`src/hw/rtl/bpi_pkg.sv`:
```
`default_nettype none
package bpi_pkg;

   localparam int FRAC_BITS    = 16;
   localparam int CORDIC_STEPS = 16;
   localparam int STEP_W       = $clog2(CORDIC_STEPS);
   localparam int ARC_IDX_W    = 5;
   localparam int ARC_W        = 31;

   // field widths
   localparam int SPEED_W = 20;
   localparam int STEER_W = 18;
   localparam int HEAD_W  = 19;
   localparam int POS_W   = 32;
   localparam int TS_W    = 16;
   localparam int IWB_W   = 24;
   localparam int REQ_W   = 40;
   localparam int RSP_W   = 104;
   localparam int CSR_AW  = 5;
   localparam int CSR_DW  = 32;

   // datapath widths
   localparam int ANG_W   = 34;
   localparam int SUM_W   = 34;
   localparam int P_W     = 36;
   localparam int MUL_A_W = 37;
   localparam int MUL_B_W = 29;
   localparam int PROD_W  = MUL_A_W + MUL_B_W;

   localparam int DIV_D_W   = 32;
   localparam int DIV_Q_W   = 24;
   localparam int DIV_N_W   = DIV_D_W + DIV_Q_W;
   localparam int DIV_CNT_W = $clog2(DIV_Q_W);

   localparam int ANG_SHIFT = 30 - FRAC_BITS;
   localparam int TRIG_RND  = 4;
   localparam int TAN_SHIFT = 20;
   localparam int XY_RND    = FRAC_BITS + 26;
   localparam int TAN_RND   = FRAC_BITS + TAN_SHIFT;
   localparam int INC_RND   = FRAC_BITS;

   localparam logic signed [PROD_W-1:0] XY_HALF  = PROD_W'(64'd1 << (XY_RND - 1));
   localparam logic signed [PROD_W-1:0] TAN_HALF = PROD_W'(64'd1 << (TAN_RND - 1));
   localparam logic signed [PROD_W-1:0] INC_HALF = PROD_W'(64'd1 << (INC_RND - 1));

   // angles in Q4.30
   localparam logic signed [ANG_W-1:0] PI30     = 34'sd3373259426;
   localparam logic signed [ANG_W-1:0] TWO_PI30 = 34'sd6746518852;
   localparam logic signed [ANG_W-1:0] HALF30   = 34'sd1686629713;
   localparam logic signed [ANG_W-1:0] GAIN30   = 34'sd652032874;

   // heading limits in Q16
   localparam logic signed [SUM_W-1:0] HEAD_HI  = 34'sd206215;
   localparam logic signed [SUM_W-1:0] HEAD_LO  = -34'sd205887;
   localparam logic signed [SUM_W-1:0] TWO_PI_Q = 34'sd411775;
   localparam logic signed [STEER_W-1:0] STEER_MAX = 18'sd78643;

   // floor(2^46 / turn), the turn count from it may come out one short
   localparam int TURN_RECIP_SH = 46;
   localparam logic signed [MUL_B_W-1:0] TURN_RECIP =
      MUL_B_W'((64'sd1 <<< TURN_RECIP_SH) / 64'(TWO_PI_Q));

   localparam logic signed [SUM_W-1:0] POS_MAX = 34'sd2147483647;
   localparam logic signed [SUM_W-1:0] POS_MIN = -34'sd2147483648;

   localparam logic [TS_W-1:0]           TS_RESET  = 16'd6554;
   localparam logic [IWB_W-1:0]          IWB_RESET = 24'd364089;
   localparam logic signed [POS_W-1:0]   SX_RESET  = 32'sd98304;
   localparam logic signed [POS_W-1:0]   SY_RESET  = 32'sd32768;
   localparam logic signed [HEAD_W-1:0]  SH_RESET  = 19'sd100847;

   typedef enum logic [2:0] {
      REG_TIME_STEP  = 3'd0,
      REG_INV_WB     = 3'd1,
      REG_START_X    = 3'd2,
      REG_START_Y    = 3'd3,
      REG_START_HEAD = 3'd4
   } reg_idx_type;

   // atan(2^-i) in Q30, truncated
   function automatic logic [ARC_W-1:0] cordic_arc(input logic [ARC_IDX_W-1:0] idx);
      logic [ARC_W-1:0] a;
      case (idx)
         5'd0:  a = 31'd843314856;
         5'd1:  a = 31'd497837829;
         5'd2:  a = 31'd263043836;
         5'd3:  a = 31'd133525158;
         5'd4:  a = 31'd67021686;
         5'd5:  a = 31'd33543515;
         5'd6:  a = 31'd16775850;
         5'd7:  a = 31'd8388437;
         5'd8:  a = 31'd4194282;
         5'd9:  a = 31'd2097149;
         5'd10: a = 31'd1048575;
         5'd11: a = 31'd524287;
         5'd12: a = 31'd262143;
         5'd13: a = 31'd131071;
         5'd14: a = 31'd65535;
         5'd15: a = 31'd32767;
         5'd16: a = 31'd16383;
         5'd17: a = 31'd8191;
         5'd18: a = 31'd4095;
         5'd19: a = 31'd2047;
         5'd20: a = 31'd1023;
         5'd21: a = 31'd511;
         5'd22: a = 31'd255;
         5'd23: a = 31'd127;
         default: a = '0;
      endcase
      return a;
   endfunction

endpackage
`default_nettype wire

```
`src/hw/rtl/bpi_mul.sv`:
```
`default_nettype none
module bpi_mul (
   input  logic                                  clock,
   input  logic signed [bpi_pkg::MUL_A_W-1:0]    a,
   input  logic signed [bpi_pkg::MUL_B_W-1:0]    b,
   output logic signed [bpi_pkg::PROD_W-1:0]     prod
);

   logic signed [bpi_pkg::PROD_W-1:0] prod_ff;

   always_ff @(posedge clock) begin
      prod_ff <= bpi_pkg::PROD_W'(a) * bpi_pkg::PROD_W'(b);
   end

   assign prod = prod_ff;

endmodule
`default_nettype wire

```
`config.mk`:
```
export PLATFORM = sky130hd
export DESIGN_NAME = bpi_mul
export DESIGN_NICKNAME = d
export VERILOG_FILES = /design/src/hw/rtl/bpi_pkg.sv /design/src/hw/rtl/bpi_mul.sv
export SDC_FILE = /design/constraint.sdc
export NUM_CORES = 2
export LEC_CHECK = 0
export BUFFER_PORTS_ARGS = -buffer_cell sky130_fd_sc_hd__buf_2
export CAP_MARGIN = 5
export CORE_ASPECT_RATIO = 1.25
export CORE_MARGIN = 3
export CORE_UTILIZATION = 40
export DETAILED_ROUTE_END_ITERATION = 8
export PLACE_DENSITY = 0.62
export SKIP_CTS_REPAIR_TIMING = 1
export SYNTH_ARGS = -nofsm -noshare
export SYNTH_HDL_FRONTEND = slang
export SYNTH_SLANG_ARGS = --single-unit
```
`constraint.sdc`:
```
create_clock -name clock -period 12.29 [get_ports clock]
set_clock_uncertainty 0.05 [all_clocks]
set_input_delay 1.8435 -clock clock [delete_from_list [all_inputs] [get_ports clock]]
set_output_delay 1.8435 -clock clock [all_outputs]
set_load 0.1 [all_outputs]
```
==> flow_metrics.tcl <==
set metrics [dict create \
    synthMuxAreaShare_pct 0 \
    vias_per_cell 5.05 \
    endpoint_kind "flip-flop" \
    areaGrowthSynthToFinish_pct 5.24 \
    die-area_um2 102000 \
    port_buffers 132 \
    hold_viol_final 0 \
    synthAdderAreaFrac_pct 62.9 \
    fp-row-count 127 \
    grt_pass1_wl_mm 186 \
    die_w_um 286 \
    synth_warnings 0 \
    yosys.area.top_type "fa_1" \
    setup_violations 0 \
    cts_tree "built" \
    synth-main-ff-cell "dfxtp_1" \
    fin_crit_sh_pct 83.4 \
    overflow 0 \
    finalNetCount 5527 \
    crit_arrival_ns 10.52 \
    synthTopCellsByCount "1123 x inv_1, 1117 x fa_1, 578 x and2_1, 507 x nand2_1, 224 x clkbuf_1" \
    hold_start "a[0]" \
    clockBufferDepth 2 \
    grt_max_degree 38 \
    drc 0 \
    cts_root_buf "clkbuf_16" \
    track_usage_pct 24.5 \
    crit_fanout 37 \
    h-tree-depth 3 \
    hpwl_mm 93.5 \
    cts.sinks 66 \
    whs_endpoint "prod[0]$_DFF_P_" \
    crit_required_ns 12.56 \
    die-height_um 356 \
    synth_simple_gate_area_share_pct 15.7 \
    fin_crit_ns 10.25 \
    coreArea_um2 96600 \
    synth-xor-area-share_pct 1.63 \
    ios 133 \
    start_util_pct 40.7 \
    synth_cell_types 60 \
    syn_nets 5575 \
    yosys.area.top_type_share_pct 56.9 \
    vias 27574 \
    maxCapViolations 0 \
    place_area_um2 41000 \
    netlist_area_um2 39300 \
    hold_class "in2reg" \
    worst_slew_pin_slew_ns 1.11 \
    synth_top_family_by_area "adder cells" \
    crit_type "in2reg" \
    status "completed" \
    worstHoldPathCells 2 \
    fmaxAchievable_mhz 97.6 \
    grt_pass1_vias 32339 \
    yosysMostFrequentCell "inv_1" \
    multiInputGateArea_um2 32900 \
    postSynthCellCount 4205 \
    grt_setup_unrepaired "no" \
    synth_edf_count 0 \
    postRouteWirelength_mm 117 \
    wl_per_cell_um 21.4 \
    stdcell_area_um2 41300 \
    ys_seq_area_share_pct 3.36 \
    start_kind "input pin" \
    largest_register_ffs 66 \
    fillers 9658 \
    drv_slew 0 \
    max_slew_margin_pct 25.8 \
    syn_avg_cell_area_um2 9.34 \
    numCtsBuffers 9 \
    clk_pin_slew_ns 0.06 \
    ys_async_sr_fraction_pct 0 \
    antenna_found_initial 13 \
    drtIter0Drc 1192 \
    gp_congestion 0.901 \
    synth-seq-cells 66 \
    synth_area_leaders "fa_1 57%, inv_1 11%, and2_1 9.2%, ha_1 5.9%, nand2_1 4.8%" \
    sequential_cell_area_um2 1320 \
    setup_tns_ns 0 \
    drtAntennaViolNets 0 \
    drive_gt1_share_pct 5.07 \
    first_pass_iters 5 \
    synth-compound-area-share_pct 3.43 \
]
per-stage QoR:
step	utilization, %	setup WS (ns)	hold WS, ns	cells
after floorplan	-	3.14	1.92	4205
final	42.8	2.04	2.02	5460
after detailed placement	42.4	1.38	2.34	5436
after CTS	42.8	1.83	1.97	5452
after global placement	42.4	1.49	2.34	5436
after global routing	42.8	1.37	2.03	5453
area by class of cell:
class                   count  area share (%)
multi-input cells        2785            79.5
clock buffers               9           0.545
flip-flops and latches     66            3.20
inverters                1123            10.2
well taps                1290            3.90
diodes                      8          0.0484
repair buffers            172            2.32
clock inverters             7           0.303
cells by family after synthesis:
group                    count (synthesis)
AO/OA/AOI/OAI                          197
XOR/XNOR                                73
flip-flops                              66
adder cells (fa/ha/maj)               1303
AND/OR/NAND/NOR                       1212
buffers and inverters                 1354
worst max-delay path: stages:
cell,delay (ns)
buf_2,0.65
nand2_1,0.30
inv_1,0.15
fa_1,0.39
inv_1,0.27
fa_1,0.48
inv_1,0.28
fa_1,0.51
fa_1,0.89
inv_1,0.43
fa_1,0.59
inv_1,0.06
fa_1,0.54
inv_1,0.05
fa_1,0.47
fa_1,0.53
inv_1,0.05
ha_1,0.35
a21oi_1,0.49
nand2_1,0.09
nor2_1,0.10
a21oi_1,0.21
a2111oi_0,0.45
o21bai_1,0.12
xor2_1,0.15
worst max-delay path by stage:
stage | from | end | slack (ns) | cells past startpoint
3_5_place_dp | b[2] | prod[62]$_DFF_P_ | 1.38 | 25
6_report | b[2] | prod[62]$_DFF_P_ | 2.04 | 25
3_3_place_gp | b[2] | prod[62]$_DFF_P_ | 1.49 | 25
4_1_cts | b[2] | prod[62]$_DFF_P_ | 1.83 | 25
2_1_floorplan | b[2] | prod[62]$_DFF_P_ | 3.14 | 27
5_1_grt | b[2] | prod[62]$_DFF_P_ | 1.37 | 25
layout by cell type (no fill, tap or decap), types with 3 or more instances in the layout:
master | netlist | layout
a211o_1 | 3 | 3
a211oi_1 | 5 | 5
a21o_1 | 28 | 28
a21oi_1 | 61 | 61
a21oi_2 | 3 | 3
a221oi_2 | 4 | 4
a31o_2 | 4 | 4
a31oi_1 | 3 | 3
a41o_1 | 3 | 3
and2_1 | 578 | 578
and3_1 | 6 | 6
and4_1 | 6 | 6
buf_2 | 3 | 132
buf_4 | 0 | 40
bufinv_16 | 0 | 3
clkbuf_16 | 0 | 9
clkinv_4 | 0 | 3
dfxtp_1 | 66 | 66
diode_2 | 0 | 8
fa_1 | 1117 | 1117
ha_1 | 186 | 186
inv_1 | 1123 | 1123
nand2_1 | 507 | 507
nand2b_1 | 11 | 11
nand3_1 | 17 | 17
nand4_1 | 11 | 11
nor2_1 | 50 | 50
nor2b_1 | 8 | 8
nor3_1 | 9 | 9
o211ai_1 | 11 | 11
o21ai_0 | 34 | 34
o21ai_1 | 5 | 5
o21bai_1 | 7 | 7
xnor2_1 | 45 | 45
xor2_1 | 28 | 28
layer usage:
metal  track usage [%]  share of wire, %  vias to the layer above
li1                  -                 -                    11752
met1              25.5                34                    14550
met2              44.7                53                      875
met3              3.81               5.2                      385
met4              17.7               8.4                       12
met5                 0             0.075                        -
Power is left out: the tool's default activity adds up to more than one toggle a clock period on the data nets, which glitch-free logic cannot reach.
