### config.mk
export PLATFORM = sky130hd
export DESIGN_NAME = bpi_div
export DESIGN_NICKNAME = d
export VERILOG_FILES = /design/src/hw/rtl/bpi_pkg.sv /design/src/hw/rtl/bpi_div.sv
export SDC_FILE = /design/constraint.sdc
export NUM_CORES = 1
export LEC_CHECK = 0
export BUFFER_PORTS_ARGS = -buffer_cell sky130_fd_sc_hd__buf_2
export CAP_MARGIN = 5
export CELL_PAD_IN_SITES_DETAIL_PLACEMENT = 1
export CELL_PAD_IN_SITES_GLOBAL_PLACEMENT = 1
export CORE_MARGIN = 2
export CORE_UTILIZATION = 47
export CTS_BUF_LIST = sky130_fd_sc_hd__clkbuf_4
export DETAILED_ROUTE_END_ITERATION = 10
export PLACE_DENSITY = 0.95
export REMOVE_ABC_BUFFERS = 1
export SYNTH_ARGS = -nofsm -noshare
export SYNTH_HDL_FRONTEND = slang
export SYNTH_SLANG_ARGS = --single-unit
### constraint.sdc
create_clock -name clock -period 10.13 [get_ports clock]
set_clock_uncertainty 0.05 [all_clocks]
set_input_delay 1.5195 -clock clock [delete_from_list [all_inputs] [get_ports clock]]
set_output_delay 1.5195 -clock clock [all_outputs]
set_load 0.02 [all_outputs]
### src/hw/rtl/bpi_pkg.sv
`default_nettype none
package bpi_pkg;

   localparam int FRAC_BITS    = 16;
   localparam int CORDIC_STEPS = 16;
   localparam int STEP_W       = $clog2(CORDIC_STEPS);
   localparam int ARC_IDX_W    = 5;
   localparam int ARC_W        = 31;

   // field widths
   localparam int SPEED_W = 20;
   localparam int STEER_W = 18;
   localparam int HEAD_W  = 19;
   localparam int POS_W   = 32;
   localparam int TS_W    = 16;
   localparam int IWB_W   = 24;
   localparam int REQ_W   = 40;
   localparam int RSP_W   = 104;
   localparam int CSR_AW  = 5;
   localparam int CSR_DW  = 32;

   // datapath widths
   localparam int ANG_W   = 34;
   localparam int SUM_W   = 34;
   localparam int P_W     = 36;
   localparam int MUL_A_W = 37;
   localparam int MUL_B_W = 29;
   localparam int PROD_W  = MUL_A_W + MUL_B_W;

   localparam int DIV_D_W   = 32;
   localparam int DIV_Q_W   = 24;
   localparam int DIV_N_W   = DIV_D_W + DIV_Q_W;
   localparam int DIV_CNT_W = $clog2(DIV_Q_W);

   localparam int ANG_SHIFT = 30 - FRAC_BITS;
   localparam int TRIG_RND  = 4;
   localparam int TAN_SHIFT = 20;
   localparam int XY_RND    = FRAC_BITS + 26;
   localparam int TAN_RND   = FRAC_BITS + TAN_SHIFT;
   localparam int INC_RND   = FRAC_BITS;

   localparam logic signed [PROD_W-1:0] XY_HALF  = PROD_W'(64'd1 << (XY_RND - 1));
   localparam logic signed [PROD_W-1:0] TAN_HALF = PROD_W'(64'd1 << (TAN_RND - 1));
   localparam logic signed [PROD_W-1:0] INC_HALF = PROD_W'(64'd1 << (INC_RND - 1));

   // angles in Q4.30
   localparam logic signed [ANG_W-1:0] PI30     = 34'sd3373259426;
   localparam logic signed [ANG_W-1:0] TWO_PI30 = 34'sd6746518852;
   localparam logic signed [ANG_W-1:0] HALF30   = 34'sd1686629713;
   localparam logic signed [ANG_W-1:0] GAIN30   = 34'sd652032874;

   // heading limits in Q16
   localparam logic signed [SUM_W-1:0] HEAD_HI  = 34'sd206215;
   localparam logic signed [SUM_W-1:0] HEAD_LO  = -34'sd205887;
   localparam logic signed [SUM_W-1:0] TWO_PI_Q = 34'sd411775;
   localparam logic signed [STEER_W-1:0] STEER_MAX = 18'sd78643;

   // floor(2^46 / turn), the turn count from it may come out one short
   localparam int TURN_RECIP_SH = 46;
   localparam logic signed [MUL_B_W-1:0] TURN_RECIP =
      MUL_B_W'((64'sd1 <<< TURN_RECIP_SH) / 64'(TWO_PI_Q));

   localparam logic signed [SUM_W-1:0] POS_MAX = 34'sd2147483647;
   localparam logic signed [SUM_W-1:0] POS_MIN = -34'sd2147483648;

   localparam logic [TS_W-1:0]           TS_RESET  = 16'd6554;
   localparam logic [IWB_W-1:0]          IWB_RESET = 24'd364089;
   localparam logic signed [POS_W-1:0]   SX_RESET  = 32'sd98304;
   localparam logic signed [POS_W-1:0]   SY_RESET  = 32'sd32768;
   localparam logic signed [HEAD_W-1:0]  SH_RESET  = 19'sd100847;

   typedef enum logic [2:0] {
      REG_TIME_STEP  = 3'd0,
      REG_INV_WB     = 3'd1,
      REG_START_X    = 3'd2,
      REG_START_Y    = 3'd3,
      REG_START_HEAD = 3'd4
   } reg_idx_type;

   // atan(2^-i) in Q30, truncated
   function automatic logic [ARC_W-1:0] cordic_arc(input logic [ARC_IDX_W-1:0] idx);
      logic [ARC_W-1:0] a;
      case (idx)
         5'd0:  a = 31'd843314856;
         5'd1:  a = 31'd497837829;
         5'd2:  a = 31'd263043836;
         5'd3:  a = 31'd133525158;
         5'd4:  a = 31'd67021686;
         5'd5:  a = 31'd33543515;
         5'd6:  a = 31'd16775850;
         5'd7:  a = 31'd8388437;
         5'd8:  a = 31'd4194282;
         5'd9:  a = 31'd2097149;
         5'd10: a = 31'd1048575;
         5'd11: a = 31'd524287;
         5'd12: a = 31'd262143;
         5'd13: a = 31'd131071;
         5'd14: a = 31'd65535;
         5'd15: a = 31'd32767;
         5'd16: a = 31'd16383;
         5'd17: a = 31'd8191;
         5'd18: a = 31'd4095;
         5'd19: a = 31'd2047;
         5'd20: a = 31'd1023;
         5'd21: a = 31'd511;
         5'd22: a = 31'd255;
         5'd23: a = 31'd127;
         default: a = '0;
      endcase
      return a;
   endfunction

endpackage
`default_nettype wire

### src/hw/rtl/bpi_div.sv
`default_nettype none
module bpi_div (
   input  logic                           clock,
   input  logic                           reset,
   input  logic                           start,
   input  logic [bpi_pkg::DIV_N_W-1:0]    dividend,
   input  logic [bpi_pkg::DIV_D_W-1:0]    divisor,
   output logic                           busy,
   output logic                           done,
   output logic [bpi_pkg::DIV_Q_W-1:0]    quotient
);

   localparam int DW = bpi_pkg::DIV_D_W;
   localparam int QW = bpi_pkg::DIV_Q_W;

   logic [DW-1:0]                    rem_ff;
   logic [QW-1:0]                    quo_ff;
   logic [DW-1:0]                    dvs_ff;
   logic [bpi_pkg::DIV_CNT_W-1:0]    cnt_ff;
   logic                             busy_ff;
   logic                             done_ff;
   logic [DW:0]                      shift_in;
   logic [DW+1:0]                    diff_in;
   logic                             qbit_in;

   // one restoring step per cycle, dividend bits shift out as quotient bits shift in
   always_comb begin
      shift_in = {rem_ff, quo_ff[QW-1]};
      diff_in  = {1'b0, shift_in} - {2'b00, dvs_ff};
      qbit_in  = !diff_in[DW+1];
   end

   always_ff @(posedge clock) begin
      if (reset) begin
         busy_ff <= 1'b0;
         done_ff <= 1'b0;
         cnt_ff  <= '0;
      end else begin
         done_ff <= 1'b0;
         if (start && !busy_ff) begin
            rem_ff  <= dividend[bpi_pkg::DIV_N_W-1:QW];
            quo_ff  <= dividend[QW-1:0];
            dvs_ff  <= divisor;
            cnt_ff  <= '0;
            busy_ff <= 1'b1;
         end else if (busy_ff) begin
            rem_ff <= qbit_in ? diff_in[DW-1:0] : shift_in[DW-1:0];
            quo_ff <= {quo_ff[QW-2:0], qbit_in};
            cnt_ff <= cnt_ff + 1'b1;
            if (cnt_ff == bpi_pkg::DIV_CNT_W'(QW - 1)) begin
               busy_ff <= 1'b0;
               done_ff <= 1'b1;
            end
         end
      end
   end

   assign busy     = busy_ff;
   assign done     = done_ff;
   assign quotient = quo_ff;

endmodule
`default_nettype wire

==> metrics.md, run 1 <==
| Metric | Value |
|---|---|
| Largest net degree at the start of global routing | `~80` |
| Distinct cells, synth | `60` |
| Die area | `13180 sq um` |
| # Post-CTS Setup Buffers | `0` |
| Utilization after layout | `0.5477` |
| Clock share of power | `0.203` |
| I/O Pins | `between 100 and 150` |
| Fin crit share | `0.3571` |
| Crit path max fanout | `25` |
| Multi-input combinational cell area | `between 2000 and 3000 sq um` |
| Warnings, synthesis | `0` |
| CP max-delay cell | `or2_1` |
| Nets | `roughly 830` |
| Via/cell ratio | `5.836` |
| Critical path endpoint category | `register` |
| First-pass GRT wire length | `27.29 mm` |
| Initial Utilization | `0.4803` |
| Combinational Power Share | `0.315` |
| Switch Pwr | `365.8 uW` |
| Initial antenna violation count | `0` |
| Critical Path RT | `10.34 ns` |
| Register area | `about 2800 sq um` |
| Worst IR Drop VDD | `~0.087 mV` |
| Iter 0 DRT Violations | `302` |
| Final number of setup-violating endpoints | `0` |
| Largest delay contributor family on the critical path | `simple AND/OR/NAND/NOR gates` |
| Int Power | `about 650 uW` |
| Register bit total from synthesis | `95` |
| Hold Path Class | `register to register` |
| Total negative slack | `0 ns` |
| DIE HEIGHT | `114.8 microns` |
| Post-synth ARST share | `0` |
| GP Congestion | `roughly 0.9` |
| Layout cells sized above 1 | `0.2185` |
| H-tree depth | `3` |
| R2R cell count | `10` |
| Cell count after synthesis | `605` |
| Sequential area share after synthesis | `0.4823` |
| Remaining antenna violation count | `0` |
| Number of max-cap violations | `0` |
| Drc violations | `0` |
| Worst slew pin tran | `1.055 ns` |
| Cell seen most often among critical-path stages | `nand2_1` |
| Power Dens Cells | `154.5 nW/um^2` |
| Outcome | `complete, no violations` |
| Max stage delay on crit path | `0.87 ns` |
| Non-filler cells, final | `861` |
| CP Buf/Inv Count | `0` |
| WL/cell | `a little under 20 microns` |
| Worst-path cell chain | `ha_1 > nand2_1 > o21ai_0 > nor2_1 > nand2_1 > o21ai_4 > o41ai_4 > or2_1 > a21oi_1 > mux2_2` |
| Total Wirelength | `16.70 mm` |
| CTS max path bufs | `2` |
| WHS Path Cells | `2` |
| # port buffers | `116` |
| Post-Layout Inst Area | `approximately 6600 sq um` |
| Cell Rows | `40` |
| Inst Count DP | `845` |
| CTS tree | `built` |
| Vias in the first global route | `5538` |
| Flop pwr share | `0.481` |
| Hold Fails Final Rpt | `0` |
| Mapped Area | `about 5800 sq um` |
| Num CTS Buffers | `9` |
| Crit path kind | `register to register` |
| Clock slew seen by the registers of the worst setup and hold paths | `0.17 ns` |
| Drt first pass iters | `5` |
| Fmax | `276.4 MHz` |
| Layout fillers | `1400` |
| Number of synthesized flops with an enable pin | `88` |
| Max-slew headroom | `0.2964` |
| CTS Sinks | `95` |
| Primary FF master, synth | `edfxtp_1` |
| Number of diodes | `0` |
| CTS Hold Bufs | `0` |
| Switching part of the total | `0.3597` |
| RSZ-0062 raised after global routing | `false` |
| Die width | `114.8 microns` |
| GRT Overall Usage | `0.2669` |
| CTS root buf | `clkbuf_4` |
| Worst setup SP type | `register` |
| Synthesized area per cell | `9.536 sq um` |
| Arr. time, crit path | `3.82 ns` |
| Minimum clock period | `3.617 ns` |
| Crit path depth | `10` |
| Post_cts resized | `0` |
| P&R area growth vs syn | `14.03%` |
| Lkg Pwr | `between 0.002 and 0.003 uW` |
| Total number of vias | `5025` |
| Placed cell areas | `6445 sq um` |
| Skew-Pair Late Insertion Delay | `0.50 ns` |
| Detailed placement HPWL | `12.27 mm` |
| Overflow after GRT | `0` |
| Final Max Tran Viols | `0` |
| Core Box Area | `12010 sq um` |
-- Yosys cell counts, types with 8 or more instances --
cell / number / area, sq um
inv_1: 38 / 142.6
xor2_1: 12 / 105.1
a21oi_1: 35 / 175.2
nor3_1: 14 / 70.07
xnor2_1: 15 / 131.4
edfxtp_1: 88 / 2643
nand4_1: 9 / 56.30
a21o_1: 12 / 90.09
nor2_1: 48 / 180.2
o21a_1: 8 / 60.06
ha_1: 33 / 412.9
nand2_1: 137 / 514.2
o21ai_0: 17 / 85.08
a31oi_1: 23 / 143.9
clkbuf_1: 11 / 41.29
-- tightest hold or removal path, stage by stage (launching register included) --
cell and delay [ns]:
edfxtp_1 0.38, nand2_1 0.05, nand2_1 0.05
-- layout make-up --
class                           instances  share of cell area
Clock buffer                            9             0.01027
Inverter                               38             0.02168
Multi-Input combinational cell        446              0.4154
Tap cell                              147             0.02796
Sequential cell                        95              0.4230
Timing Repair Buffer                  119             0.09167
Clock inverter                          7             0.01008
-- metrics by stage --
step           hold slack (ns)  setup WS [ns]  total power (uW)
2_1_floorplan           0.4611          5.320             713.4
3_3_place_gp            0.4800          6.776             786.9
3_5_place_dp            0.4867          6.588             813.1
4_1_cts                 0.5326          6.524              1019
5_1_grt                 0.5750          6.270              1068
6_report                0.5281          6.513              1017
-- registers in the layout (all words and copies together), names as in the netlist --
name and flops:
rem_ff 32, dvs_ff 32, done 1, cnt_ff 5
quotient 24, busy 1
-- power groups by stage --
stage	Combinational [uW]	Sequential [uW]	Clock [uW]
5_1_grt	354	492	222
6_report	321	489	207
3_5_place_dp	316	497	0
3_3_place_gp	293	494	0
2_1_floorplan	213	501	0
4_1_cts	319	489	211
-- layer usage --
metal  global-route usage  share of wire
met5                    0              0
met4               0.1004          0.026
met3              0.06168          0.057
met1               0.3020           0.39
met2               0.4899           0.53
-- cells in the final DEF (no fill, tap or decap), types with 6 or more instances in the layout --
cell and count:
mux2i_1 6, nand3_1 7, nor2b_1 6, a21oi_1 35
o31ai_1 6, xnor2_1 15, nand2_1 137, a21o_1 12
o21a_1 8, o21ai_0 17, edfxtp_1 88, nor2_1 46
nor3_1 14, ha_1 33, inv_1 38, dfxtp_1 7
nand2b_1 6, a31oi_1 23, clkbuf_4 9, buf_2 116
xor2_1 12, nand4_1 9
-- logic make-up after synthesis --
group | share of synthesized area
xor+xnor | 0.04099
buf+inv | 0.04749
flops | 0.4823
simple gates | 0.1882
fa+ha+maj | 0.07504
compound gates | 0.1496
mux | 0.01627
-- path summary, 6_finish.rpt --
check | startpoint | to | slack, ns
worst min register to register | quotient[9] | quotient[10] | 0.53
worst max register to register | rem_ff[10] | rem_ff[22] | 6.51
worst min-delay path | quotient[9] | quotient[10] | 0.53
worst max-delay path | rem_ff[10] | rem_ff[22] | 6.51
(Power assumes the default switching activity.)
==> run 2, diff against run 1 <==
--- a/config.mk
+++ b/config.mk
@@ -5,15 +5,16 @@
 export SDC_FILE = /design/constraint.sdc
 export NUM_CORES = 1
 export LEC_CHECK = 0
+export ABC_AREA = 1
 export BUFFER_PORTS_ARGS = -buffer_cell sky130_fd_sc_hd__buf_2
 export CAP_MARGIN = 5
 export CELL_PAD_IN_SITES_DETAIL_PLACEMENT = 1
 export CELL_PAD_IN_SITES_GLOBAL_PLACEMENT = 1
 export CORE_MARGIN = 2
-export CORE_UTILIZATION = 47
+export CORE_UTILIZATION = 38
 export CTS_BUF_LIST = sky130_fd_sc_hd__clkbuf_4
 export DETAILED_ROUTE_END_ITERATION = 10
-export PLACE_DENSITY = 0.95
+export PLACE_DENSITY = 0.88
 export REMOVE_ABC_BUFFERS = 1
 export SYNTH_ARGS = -nofsm -noshare
 export SYNTH_HDL_FRONTEND = slang
==> constraint.sdc (replaced) <==
create_clock -name clock -period 3 [get_ports clock]
set_clock_uncertainty 0.05 [all_clocks]
set_input_delay 0.45 -clock clock [delete_from_list [all_inputs] [get_ports clock]]
set_output_delay 0.45 -clock clock [all_outputs]
set_load 0.02 [all_outputs]
==> metrics.md, run 2 <==
| Metric | Value |
|---|---|
| Outcome | `complete, no violations` |
| M1 GR Usage | `0.2872 (-0.01483)` |
| Fin crit share | `0.9025 (+0.5454)` |
| Core Box Area | `17360 sq um (+44%)` |
| Worst IR Drop VDD | `0.3565 mV (+310%)` |
| Most frequent cells in the layout | `nand2_1, inv_1, buf_2, edfxtp_1, nand3_1` |
| DIE HEIGHT | `137.2 microns (+20%)` |
| CTS root buf | `clkbuf_4` |
| Hold Fails Final Rpt | `0 (unchanged)` |
| GP Congestion | `0.9020 (+1.6%)` |
| M3 GR Usage | `0.03937 (-0.02231)` |
| CTS max path bufs | `2 (unchanged)` |
| Register area | `2783 sq um (unchanged)` |
| Layout cells sized above 1 | `0.1565 (-0.06197)` |
| Number of max-cap violations | `0 (unchanged)` |
| Primary FF master, synth | `edfxtp_1` |
| Worst setup SP type | `register` |
| Drc violations | `0 (unchanged)` |
| Hold Path Class | `primary input to register` |
| Cell count after synthesis | `945 (+56%)` |
| Layout fillers | `2301 (+64%)` |
| Worst-path cell chain | `ha_1 > nand2_2 > inv_1 > nand2_1 > nand2_1 > inv_2 > nand3_2 > nand2_2 > nand2_2 > nand2_4 > nand2_8 > nand2_2 > nand2_1 > nand2_1 > nand2_1` |
| Num CTS Buffers | `9 (unchanged)` |
| P&R area growth vs syn | `14.82%` |
| Clock slew seen by the registers of the worst setup and hold paths | `0.17 ns (about the same)` |
| I/O Pins | `117 (unchanged)` |
| Die width | `137.2 microns (+20%)` |
| Crit path kind | `register to register` |
| R2R cell count | `15 (+5)` |
| Distinct cells, synth | `39 (-35%)` |
| Minimum clock period | `2.708 ns (-0.9099 ns)` |
| Met2 global-route usage | `0.4035 (-0.08640)` |
| Cell Rows | `48 (+20%)` |
| First-pass GRT wire length | `33.40 mm (+22%)` |
| Remaining antenna violation count | `0 (unchanged)` |
| Top cell type by total area after synthesis | `edfxtp_1` |
| R2r endpoint | `rem_ff[22]` |
| Cell with the most instances after synthesis | `nand2_1` |
| Lkg Pwr | `0.004118 uW (+41%)` |
| Worst R2R Start | `rem_ff[7]` |
| Initial Utilization | `0.3887 (-0.09162)` |
| Synth top cells by count | `nand2_1, inv_1, edfxtp_1, nand3_1, nor2_1` |
| CP max-delay cell | `edfxtp_1` |
| Total number of vias | `6308 (+26%)` |
| CTS Hold Bufs | `0 (unchanged)` |
| Mapped Area | `6746 sq um (+17%)` |
| Largest net degree at the start of global routing | `57 (-30%)` |
| Drt first pass iters | `5 (unchanged)` |
| Nets | `1187 (+42%)` |
| Fin Hold WS | `0.05352 ns (-0.4746 ns)` |
| GR peak layer | `met2` |
| Die area | `18840 sq um (+43%)` |
| Total Wirelength | `20.49 mm (+23%)` |
| R2R Setup Slk | `0.29 ns (-6.22 ns)` |
| Multi-input combinational cell area | `3253 sq um (+19%)` |
| Ranking of synthesized cells by area | `edfxtp_1, nand2_1, inv_1` |
| Utilization after layout | `0.4463 (-0.1014)` |
| Cell seen most often among critical-path stages | `nand2_1` |
| Arr. time, crit path | `2.91 ns (-0.91 ns)` |
| Max-slew headroom | `0.4444 (+0.1480)` |
| Detailed placement HPWL | `16.13 mm (+32%)` |
| GRT Overall Usage | `0.2311 (-0.03575)` |
| Iter 0 DRT Violations | `262 (-13%)` |
| Power Dens Cells | `541.2 nW/um^2 (+250%)` |
| H-tree depth | `3 (unchanged)` |
| Skew-Pair Late Insertion Delay | `0.50 ns (about the same)` |
| Final Max Tran Viols | `0 (unchanged)` |
| Post_cts resized | `0 (unchanged)` |
| Critical path endpoint category | `register` |
| Crit. Startpoint | `rem_ff[7]` |
| Via/cell ratio | `4.879 (-16%)` |
| Final number of setup-violating endpoints | `0 (unchanged)` |
| Crit path max fanout | `33 (+32%)` |
| Max stage delay on crit path | `0.42 ns (-0.45 ns)` |
| Synthesized area per cell | `7.139 sq um (-25%)` |
| WL/cell | `15.85 microns (-18%)` |
| Worst slew pin tran | `0.8303 ns (-0.2251 ns)` |
| Sequential area share after synthesis | `0.4125 (-0.06986)` |
| Overflow after GRT | `0 (unchanged)` |
| # Post-CTS Setup Buffers | `0 (unchanged)` |
| Initial antenna violation count | `1 (+1)` |
| CTS tree | `built` |
| Vias in the first global route | `6817 (+23%)` |
| Fmax | `369.3 MHz (+34%)` |
| Worst Setup EP | `rem_ff[22]` |
| Commonest non-fill, non-tap cell in the layout | `nand2_1` |
| CTS Sinks | `95 (unchanged)` |
| Top cell type's share of synthesized area | `0.3917 (-0.06634)` |
| RSZ-0062 raised after global routing | `false` |
| Critical Path RT | `3.21 ns (-7.13 ns)` |
| Number of synthesized flops with an enable pin | `88 (unchanged)` |
| Register bit total from synthesis | `95 (unchanged)` |
| Warnings, synthesis | `0 (unchanged)` |
| Post-synth ARST share | `0 (unchanged)` |
| # port buffers | `116 (unchanged)` |
==> run 2: cell types whose count changed after synthesis, moves of 8 or more <==
cell	previous run	this run
nand2_1	137	426
inv_1	38	159
nand3_1	7	59
a31oi_1	23	1
nand3b_1	0	20
a21oi_1	35	17
o21ai_0	17	1
a21o_1	12	1
xor2_1	12	2
o21a_1	8	0
==> run 2: layout make-up <==
type                            count  area share
Multi-Input combinational cell    666      0.4200
Sequential cell                    95      0.3592
Timing Repair Buffer              125     0.08561
Inverter                          165     0.07995
Tap cell                          225     0.03634
Clock buffer                       10    0.009691
Clock inverter                      6    0.008884
Antenna cell                        1   0.0003230
==> run 2: power by group <==
part           switching [uW]  internal, uW  total [uW]
sequential               73.1          1650        1720
clock                     494           269         763
combinational            1120           587        1710
==> run 2: stage by stage <==
stage          cell area (sq um)  std cells  worst slack, ns  power, uW  setup TNS [ns]
2_1_floorplan               6629        926           -3.188       2932         -316.05
3_3_place_gp                7590       1275           0.4348       3383               0
3_5_place_dp                7590       1275           0.3877       3456               0
4_1_cts                     7734       1291           0.2977       4224               0
5_1_grt                     7746       1293          0.04325       4513               0
6_report                    7746       1293           0.2925       4192               0
==> run 2: logic make-up after synthesis <==
family	after synthesis	share of synthesized area
AO/OA/AOI/OAI	27	0.02318
XOR/XNOR	15	0.01947
adder cells (fa/ha/maj)	34	0.06417
buffers and inverters	184	0.1092
flip-flops	95	0.4125
AND/OR/NAND/NOR	590	0.3715
==> run 2: worst min path at each step <==
stage | startpoint | endpoint | slack, ns | cells past startpoint
4_1_cts | divisor[10] | dvs_ff[10] | 0.008 | 1
6_report | divisor[27] | dvs_ff[27] | 0.05 | 1
5_1_grt | divisor[0] | dvs_ff[0] | 0.005 | 1
3_3_place_gp | cnt_ff[0] | cnt_ff[0] | 0.44 | 2
2_1_floorplan | cnt_ff[1] | cnt_ff[1] | 0.42 | 2
3_5_place_dp | cnt_ff[0] | cnt_ff[0] | 0.45 | 2
==> run 2: layer usage <==
layer / part of all wire / wire length (microns)
met1: 0.45 / 9151
met2: 0.49 / 9986
met3: 0.043 / 879
met4: 0.023 / 476
met5: 0 / 0
==> run 2: worst max-delay path: cells and delay by family, from the launching register on <==
family / cells / cell delay, ns
adders and majority gates: 1 / 0.39
DFF: 1 / 0.42
buffers and inverters: 2 / 0.11
and+or+nand+nor: 12 / 1.46
